**src/design/rdc_pkg.sv**
```systemverilog
// ----------------------------------------------------------------------------
// rdc_pkg
// Shared constants for the range distinct-count unit: field widths, stream
// packing offsets, operation and status codes, parameter defaults.
// ----------------------------------------------------------------------------
package rdc_pkg;

    localparam int DEF_MAX_ELEMENTS = 4096;
    localparam int DEF_VALUE_BITS   = 16;

    localparam int POS_W     = 13;
    localparam int VAL_IN_W  = 16;
    localparam int CNT_OUT_W = 13;
    localparam int LEN_W     = 13;

    // slave tdata: position, value, left, right (low bit first), padded to 56
    localparam int IN_POS_LSB   = 0;
    localparam int IN_VAL_LSB   = IN_POS_LSB + POS_W;
    localparam int IN_LEFT_LSB  = IN_VAL_LSB + VAL_IN_W;
    localparam int IN_RIGHT_LSB = IN_LEFT_LSB + POS_W;
    localparam int IN_USED_W    = IN_RIGHT_LSB + POS_W;
    localparam int IN_TDATA_W   = ((IN_USED_W + 7) / 8) * 8;
    localparam int OUT_TDATA_W  = ((CNT_OUT_W + 7) / 8) * 8;

    localparam logic OP_LOAD  = 1'b0;
    localparam logic OP_QUERY = 1'b1;

    localparam logic STATUS_OK  = 1'b0;
    localparam logic STATUS_BAD = 1'b1;

endpackage

```
**src/design/rdc_walker.sv**
```systemverilog
// ----------------------------------------------------------------------------
// rdc_walker
// Sequencer for the distinct-count window: moves the window bounds one
// element at a time, read-modify-writes the frequency table, handles loads
// that land inside the window, and holds the result register.
// ----------------------------------------------------------------------------
module rdc_walker #(
    parameter int MAX_ELEMENTS = rdc_pkg::DEF_MAX_ELEMENTS,
    parameter int VALUE_BITS   = rdc_pkg::DEF_VALUE_BITS,
    parameter int AW           = $clog2(MAX_ELEMENTS),
    parameter int CW           = $clog2(MAX_ELEMENTS + 1)
) (
    input  logic                           i_clk,
    input  logic                           i_rst_n,
    input  logic                           i_in_valid,
    output logic                           o_in_ready,
    input  logic                           i_in_op,
    input  logic [rdc_pkg::POS_W-1:0]      i_in_pos,
    input  logic [rdc_pkg::VAL_IN_W-1:0]   i_in_val,
    input  logic [rdc_pkg::POS_W-1:0]      i_in_left,
    input  logic [rdc_pkg::POS_W-1:0]      i_in_right,
    input  logic                           i_cfg_we,
    input  logic [rdc_pkg::LEN_W-1:0]      i_cfg_wdata,
    output logic                           o_res_valid,
    input  logic                           i_res_ready,
    output logic [rdc_pkg::CNT_OUT_W-1:0]  o_res_count,
    output logic                           o_res_status,
    output logic                           o_elem_we,
    output logic [AW-1:0]                  o_elem_addr,
    output logic [VALUE_BITS-1:0]          o_elem_wdata,
    input  logic [VALUE_BITS-1:0]          i_elem_rdata,
    output logic                           o_freq_we,
    output logic [VALUE_BITS-1:0]          o_freq_addr,
    output logic [CW-1:0]                  o_freq_wdata,
    input  logic [CW-1:0]                  i_freq_rdata
);

    localparam int PW = rdc_pkg::POS_W;

    localparam logic [2:0] S_CLR  = 3'd0;
    localparam logic [2:0] S_IDLE = 3'd1;
    localparam logic [2:0] S_PLAN = 3'd2;
    localparam logic [2:0] S_LERD = 3'd3;
    localparam logic [2:0] S_ERD  = 3'd4;
    localparam logic [2:0] S_VRD  = 3'd5;
    localparam logic [2:0] S_FWR  = 3'd6;
    localparam logic [2:0] S_LWR  = 3'd7;

    logic [2:0]            r_state, n_state;
    logic                  r_done,  n_done;
    logic [PW-1:0]         r_len;
    logic [PW-1:0]         r_low,   n_low;
    logic [PW-1:0]         r_high,  n_high;
    logic                  r_built, n_built;
    logic [CW-1:0]         r_distinct, n_distinct;
    logic [PW-1:0]         r_pos,   n_pos;
    logic [PW-1:0]         r_right, n_right;
    logic [VALUE_BITS-1:0] r_val,   n_val;
    logic                  r_dir_in, n_dir_in;
    logic                  r_is_load, n_is_load;
    logic                  r_bad,   n_bad;
    logic [VALUE_BITS-1:0] r_faddr, n_faddr;
    logic [VALUE_BITS-1:0] r_clr,   n_clr;
    logic                  r_out_valid, n_out_valid;
    logic [CW-1:0]         r_out_count, n_out_count;
    logic                  r_out_status, n_out_status;

    logic                  w_accept;
    logic                  w_q_bad;
    logic                  w_ld_bad;
    logic                  w_in_window;
    logic                  w_out_free;
    logic [PW-1:0]         w_step_pos;
    logic [CW-1:0]         w_f_inc;
    logic [CW-1:0]         w_f_dec;

    assign o_in_ready = (r_state == S_IDLE) && !r_done;
    assign w_accept   = i_in_valid && o_in_ready;
    assign w_out_free = !r_out_valid || i_res_ready;

    assign w_q_bad = (i_in_left == '0) || (i_in_left > i_in_right) ||
                     (i_in_right > r_len) ||
                     (32'(i_in_right) > 32'(MAX_ELEMENTS));
    assign w_ld_bad = (i_in_pos == '0) || (32'(i_in_pos) > 32'(MAX_ELEMENTS));
    assign w_in_window = r_built && (i_in_pos >= r_low) && (i_in_pos <= r_high);

    assign w_f_inc = i_freq_rdata + CW'(1);
    assign w_f_dec = i_freq_rdata - CW'(1);

    always_comb begin
        n_state      = r_state;
        n_done       = r_done;
        n_low        = r_low;
        n_high       = r_high;
        n_built      = r_built;
        n_distinct   = r_distinct;
        n_pos        = r_pos;
        n_right      = r_right;
        n_val        = r_val;
        n_dir_in     = r_dir_in;
        n_is_load    = r_is_load;
        n_bad        = r_bad;
        n_faddr      = r_faddr;
        n_clr        = r_clr;
        n_out_valid  = r_out_valid && !i_res_ready;
        n_out_count  = r_out_count;
        n_out_status = r_out_status;
        w_step_pos   = r_pos;
        o_elem_we    = 1'b0;
        o_elem_addr  = AW'(r_pos - PW'(1));
        o_elem_wdata = r_val;
        o_freq_we    = 1'b0;
        o_freq_addr  = r_faddr;
        o_freq_wdata = '0;

        if (r_done) begin
            // result waits in a holding slot until the output register frees
            if (w_out_free) begin
                n_out_valid  = 1'b1;
                n_out_count  = r_bad ? '0 : r_distinct;
                n_out_status = r_bad ? rdc_pkg::STATUS_BAD : rdc_pkg::STATUS_OK;
                n_done       = 1'b0;
            end
        end else begin
            unique case (r_state)
                S_CLR: begin
                    o_freq_we   = 1'b1;
                    o_freq_addr = r_clr;
                    n_clr       = r_clr + VALUE_BITS'(1);
                    if (r_clr == '1) begin
                        n_state = S_IDLE;
                    end
                end
                S_IDLE: begin
                    if (w_accept) begin
                        n_is_load = (i_in_op == rdc_pkg::OP_LOAD);
                        if (i_in_op == rdc_pkg::OP_LOAD) begin
                            n_pos = i_in_pos;
                            n_val = VALUE_BITS'(i_in_val);
                            if (!w_ld_bad) begin
                                n_state = w_in_window ? S_LERD : S_LWR;
                            end
                        end else if (w_q_bad) begin
                            n_bad  = 1'b1;
                            n_done = 1'b1;
                        end else begin
                            n_bad   = 1'b0;
                            n_pos   = i_in_left;
                            n_right = i_in_right;
                            if (!r_built) begin
                                n_low   = i_in_left;
                                n_high  = i_in_left - PW'(1);
                                n_built = 1'b1;
                            end
                            n_state = S_PLAN;
                        end
                    end
                end
                S_PLAN: begin
                    n_state = S_ERD;
                    priority if (r_low > r_pos) begin
                        w_step_pos = r_low - PW'(1);
                        n_low      = w_step_pos;
                        n_dir_in   = 1'b1;
                    end else if (r_high < r_right) begin
                        w_step_pos = r_high + PW'(1);
                        n_high     = w_step_pos;
                        n_dir_in   = 1'b1;
                    end else if (r_low < r_pos) begin
                        w_step_pos = r_low;
                        n_low      = r_low + PW'(1);
                        n_dir_in   = 1'b0;
                    end else if (r_high > r_right) begin
                        w_step_pos = r_high;
                        n_high     = r_high - PW'(1);
                        n_dir_in   = 1'b0;
                    end else begin
                        n_state = S_IDLE;
                        n_done  = 1'b1;
                    end
                    o_elem_addr = AW'(w_step_pos - PW'(1));
                end
                S_LERD: begin
                    n_dir_in = 1'b0;
                    n_state  = S_ERD;
                end
                S_ERD: begin
                    o_freq_addr = i_elem_rdata;
                    n_faddr     = i_elem_rdata;
                    n_state     = S_FWR;
                end
                S_VRD: begin
                    o_freq_addr = r_val;
                    n_faddr     = r_val;
                    n_dir_in    = 1'b1;
                    n_state     = S_FWR;
                end
                S_FWR: begin
                    if (r_dir_in) begin
                        o_freq_we    = 1'b1;
                        o_freq_wdata = w_f_inc;
                        if (w_f_inc == CW'(1)) begin
                            n_distinct = r_distinct + CW'(1);
                        end
                    end else if (i_freq_rdata != '0) begin
                        o_freq_we    = 1'b1;
                        o_freq_wdata = w_f_dec;
                        if (w_f_dec == '0 && r_distinct != '0) begin
                            n_distinct = r_distinct - CW'(1);
                        end
                    end
                    if (r_is_load) begin
                        n_state = r_dir_in ? S_LWR : S_VRD;
                    end else begin
                        n_state = S_PLAN;
                    end
                end
                S_LWR: begin
                    o_elem_we = 1'b1;
                    n_state   = S_IDLE;
                end
                default: begin
                    n_state = S_IDLE;
                end
            endcase
        end
    end

    always_ff @(posedge i_clk) begin
        if (!i_rst_n) begin
            r_state     <= S_CLR;
            r_done      <= 1'b0;
            r_len       <= '0;
            r_low       <= PW'(1);
            r_high      <= '0;
            r_built     <= 1'b0;
            r_distinct  <= '0;
            r_clr       <= '0;
            r_out_valid <= 1'b0;
        end else begin
            r_state     <= n_state;
            r_done      <= n_done;
            r_low       <= n_low;
            r_high      <= n_high;
            r_built     <= n_built;
            r_distinct  <= n_distinct;
            r_clr       <= n_clr;
            r_out_valid <= n_out_valid;
            if (i_cfg_we) begin
                r_len <= i_cfg_wdata;
            end
        end
    end

    always_ff @(posedge i_clk) begin
        r_pos        <= n_pos;
        r_right      <= n_right;
        r_val        <= n_val;
        r_dir_in     <= n_dir_in;
        r_is_load    <= n_is_load;
        r_bad        <= n_bad;
        r_faddr      <= n_faddr;
        r_out_count  <= n_out_count;
        r_out_status <= n_out_status;
    end

    assign o_res_valid  = r_out_valid;
    assign o_res_count  = rdc_pkg::CNT_OUT_W'(r_out_count);
    assign o_res_status = r_out_status;

endmodule

```
**config.mk**
```make
export PLATFORM = sky130hd
export DESIGN_NAME = rdc_walker
export DESIGN_NICKNAME = d
export VERILOG_FILES = /design/src/design/rdc_pkg.sv /design/src/design/rdc_walker.sv
export SDC_FILE = /design/constraint.sdc
export NUM_CORES = 1
export LEC_CHECK = 0
export BUFFER_PORTS_ARGS = -buffer_cell sky130_fd_sc_hd__buf_2
export CORE_MARGIN = 2
export CORE_UTILIZATION = 40
export CTS_CLUSTER_DIAMETER = 120
export DETAILED_ROUTE_END_ITERATION = 8
export SKIP_LAST_GASP = 1
export SYNTH_ARGS = -nofsm -noshare
export SYNTH_HDL_FRONTEND = slang
export SYNTH_SLANG_ARGS = --single-unit
```
**constraint.sdc**
```tcl
create_clock -name i_clk -period 5.05 [get_ports i_clk]
set_clock_uncertainty 0.2 [all_clocks]
set_input_delay 0.505 -clock i_clk [delete_from_list [all_inputs] [get_ports i_clk]]
set_output_delay 0.505 -clock i_clk [all_outputs]
set_load 0.01 [all_outputs]
```
==> results.md <==
- Status: complete, no violations
- Cell mode on critical path: a21oi_1
- CTS root buffer: clkbuf_16
- Clk buf depth: 2
- DR vias/cell: 5.70
- GRT Util Overall: roughly a quarter
- RSZ-0062 raised after global routing: false
- Slowest CP cell: o31ai_2
- Hold Startpoint: i_in_val[7]
- Max IR drop VDD: approximately 0.2 mV
- Routed Antenna Nets: 0
- Fin. max-slew vios: 0
- Post-synth EDFFs: 75
- Worst Max-Slew Pin Slew: ~1.1 ns
- DP Area: 13200 um^2
- Crit path from: r_low[2]$_SDFFE_PN0P_
- Via count: between 10000 and 15000
- Crit-path cells: ha_1 -> o21ai_0 -> a21oi_1 -> o31ai_2 -> nand2_1 -> buf_4 -> o211ai_1 -> a22o_1 -> nand3_1 -> nor4_4 -> xnor2_1 -> a21oi_1 -> buf_2
- Hold buffer count at CTS: 0
- Setup violators final: 0
- Crit path kind: flip-flop to primary output
- Synth area leaders: edfxtp_1 (19%), dfxtp_1 (12%), ha_1 (11%)
- Max Cap Viol: 0
- Final Hold Fails: 0
- Reg2reg setup slack: 1.21 ns
- # nets final: about 1800
- Crit path depth: 13
- Boundary Pins: 178
- Yosys cell types: 87
- Async S/R FF share, synth: 0%
- RR Endpoint: r_low[11]$_SDFFE_PN0P_
- Maximum number of pins on one net before global-route repair: 38
- H-tree depth: 4
- Congestion Overflow GR: 0
- Top-area cell type share of the netlist area: 18.8%
- CP endpoint kind: primary output
- Worst EP required: ~4.4 ns
- Area delta synth->final: 15.8%
- Cell family with most CP delay: compound AO/OA/AOI/OAI gates
- Most common cell after layout, fill and taps aside: buf_2
- Min Tclk post-route: 4.90 ns
- CTS buffer count: 17
- Syn avg cell area: about 8.5 um^2
- Vias in the first global route: 10800
- Yosys warns: 0
- Max stage delay on crit path: 0.61 ns
- Worst-path fanout max: 7
- WL/cell: 18.7 um
- Pre-Repair DR Iteration Count: 5
- First-pass GRT wire length: about 58000 um
- Max Freq: 0.204 GHz
- 1st-iter DRT viols: between 800 and 900
- CTS tree: built
- Die W: 177 um
- Total negative slack: 0 ns
- Die footprint: 31300 um^2
- Initial antenna violation count: 0
- Worst Path Arrival: 4.19 ns
- Setup crit start kind: flip-flop
- Detail Placement HPWL: between 20000 and 30000 um
- Seq/Total Area, Yosys: a little under a third
- Max_slew headroom: 26.8%
- Skew-Pair Late Insertion Delay: 0.44 ns
- Yosys top cell by area: edfxtp_1
- Mapped Cells: approximately 1400
- Die height: 177 um
- Final period utilization: 97.0%
- Final Cell Area: 13800 um^2
- FILL cells: 2935
- Final wirelength: between 30000 and 40000 um
- CP endpoint: o_elem_addr[10]
- N_diodes: 0
- Initial core utilization: 40.5%
- Leak: 5.60 nW
- FP Rows: 63
- Layout cells sized above 1: between 10% and 20%
- CTS sink cnt: approximately 150
- Core area: 29600 um^2
- Reg clk slew, reported paths: ~0.07 ns
- Post-Syn Nets: roughly 1600
- CP bufs+invs: 2
- Mapped Area: 12000 um^2
- Yosys reg bits: 149
- Min-Delay Path Class: primary input to flip-flop
- DRC: 0
- I/O Buffers: 177
- Dominant synthesized flop cell: edfxtp_1
- Most frequent cells in the layout: buf_2 (177), nor2_1 (148), a21oi_1 (113), nand2_1 (102), ha_1 (101)
- Placer Congestion: a little over 0.9
- Power Dens Cells: 205 nW/um^2
- R2R cell count: 12
- Reg2reg start: r_pos[10]$_DFFE_PP_
## how the worst min path moves through the flow
stage	endpoint	slack, ns	cells past startpoint
6_report	o_elem_wdata[7]$_DFFE_PP_	0.04	1
5_1_grt	o_elem_wdata[7]$_DFFE_PP_	0.02	1
4_1_cts	o_elem_wdata[8]$_DFFE_PP_	0.02	1
3_5_place_dp	r_len[3]$_SDFFE_PN0P_	0.28	2
3_3_place_gp	r_len[2]$_SDFFE_PN0P_	0.28	2
2_1_floorplan	r_built$_SDFFE_PN0P_	0.25	2
## cell usage after synthesis, types with 14 or more instances
master,number
a211oi_1,18
a21o_1,24
a21oi_1,113
a31oi_1,17
clkbuf_1,53
dfxtp_1,74
edfxtp_1,75
ha_1,101
inv_1,94
mux2_2,28
mux2i_1,43
nand2_1,102
nand3_1,37
nand4_1,25
nor2_1,149
nor2b_1,20
nor3_1,43
nor4_1,27
o21ai_0,66
o31ai_1,14
o32ai_1,21
or3_1,20
xnor2_1,47
xor2_1,39
## metal layers
layer  up-vias  share of wire [%]  track usage [%]  routed length [um]
met5         -                  0                0                   0
met2       409                 44             36.7               16300
met4         0                2.0             7.40                 727
li1       5462                  -                -                   -
met3        44                7.4             4.90                2730
met1      5273                 46             32.4               16900
## worst reg2reg max path, delay by kind of cell, from the launching register on
family	cells	cell delay [ns]
AOI/OAI and AO/OA	9	2.47
adders and majority gates	1	0.27
buffers and inverters	2	0.38
DFF	1	0.42
## cell type report
type | instances | area, um^2 | area share, %
clock inverters | 15 | 159 | 1.15
clock buffers | 17 | 425 | 3.07
repair buffers | 203 | 1080 | 7.83
inverters | 95 | 357 | 2.58
multi-input cells | 1093 | 7600 | 54.9
flip-flops and latches | 149 | 3730 | 27.0
well taps | 390 | 488 | 3.52
## logic make-up (layout without fill, tap and decap cells)
kind of cell               after synthesis  count (layout)  share of synthesized area (%)
buffers and inverters                  171             330                           5.86
adders and majority gates              102             102                           10.7
xor gates and xnor gates                86              86                           6.30
and+or+nand+nor                        487             487                           20.3
AOI/OAI and AO/OA                      347             347                           19.3
DFF                                    149             149                           31.2
muxes                                   71              71                           6.23
## through the flow
| step | util [%] | total power (W) | hold WS (ns) | instances | setup slack (ns) |
|---|---|---|---|---|---|
| after floorplan | - | 0.00146 | 0.253 | 1413 | 1.17 |
| after global placement | 44.6 | 0.00157 | 0.276 | 1926 | 0.514 |
| after detailed placement | 44.6 | 0.00158 | 0.285 | 1926 | 0.459 |
| after CTS | 46.5 | 0.00286 | 0.0223 | 1958 | 0.00858 |
| after global routing | 46.8 | 0.00294 | 0.0242 | 1962 | 0.00837 |
| final | 46.8 | 0.00284 | 0.0382 | 1962 | 0.153 |
## repair_timing
| item | 4_1_cts | 5_1_grt |
|---|---|---|
| resized for setup | 1 | 9 |
| cloned | 0 | 0 |
| endpoints found under the setup margin | 2 | 5 |
| buffers inserted | 0 | 4 |
| pin swaps | 1 | 2 |
## power breakdown
part / total [W] / leakage, nW / internal, W / switching [W]
combinational: 0.000271 / 4.06 / 0.000114 / 0.000157
clock: 0.00129 / 0.287 / 0.000664 / 0.000626
sequential: 0.00128 / 1.26 / 0.00127 / 0.00000613
Power figures use the tool's default switching activity.
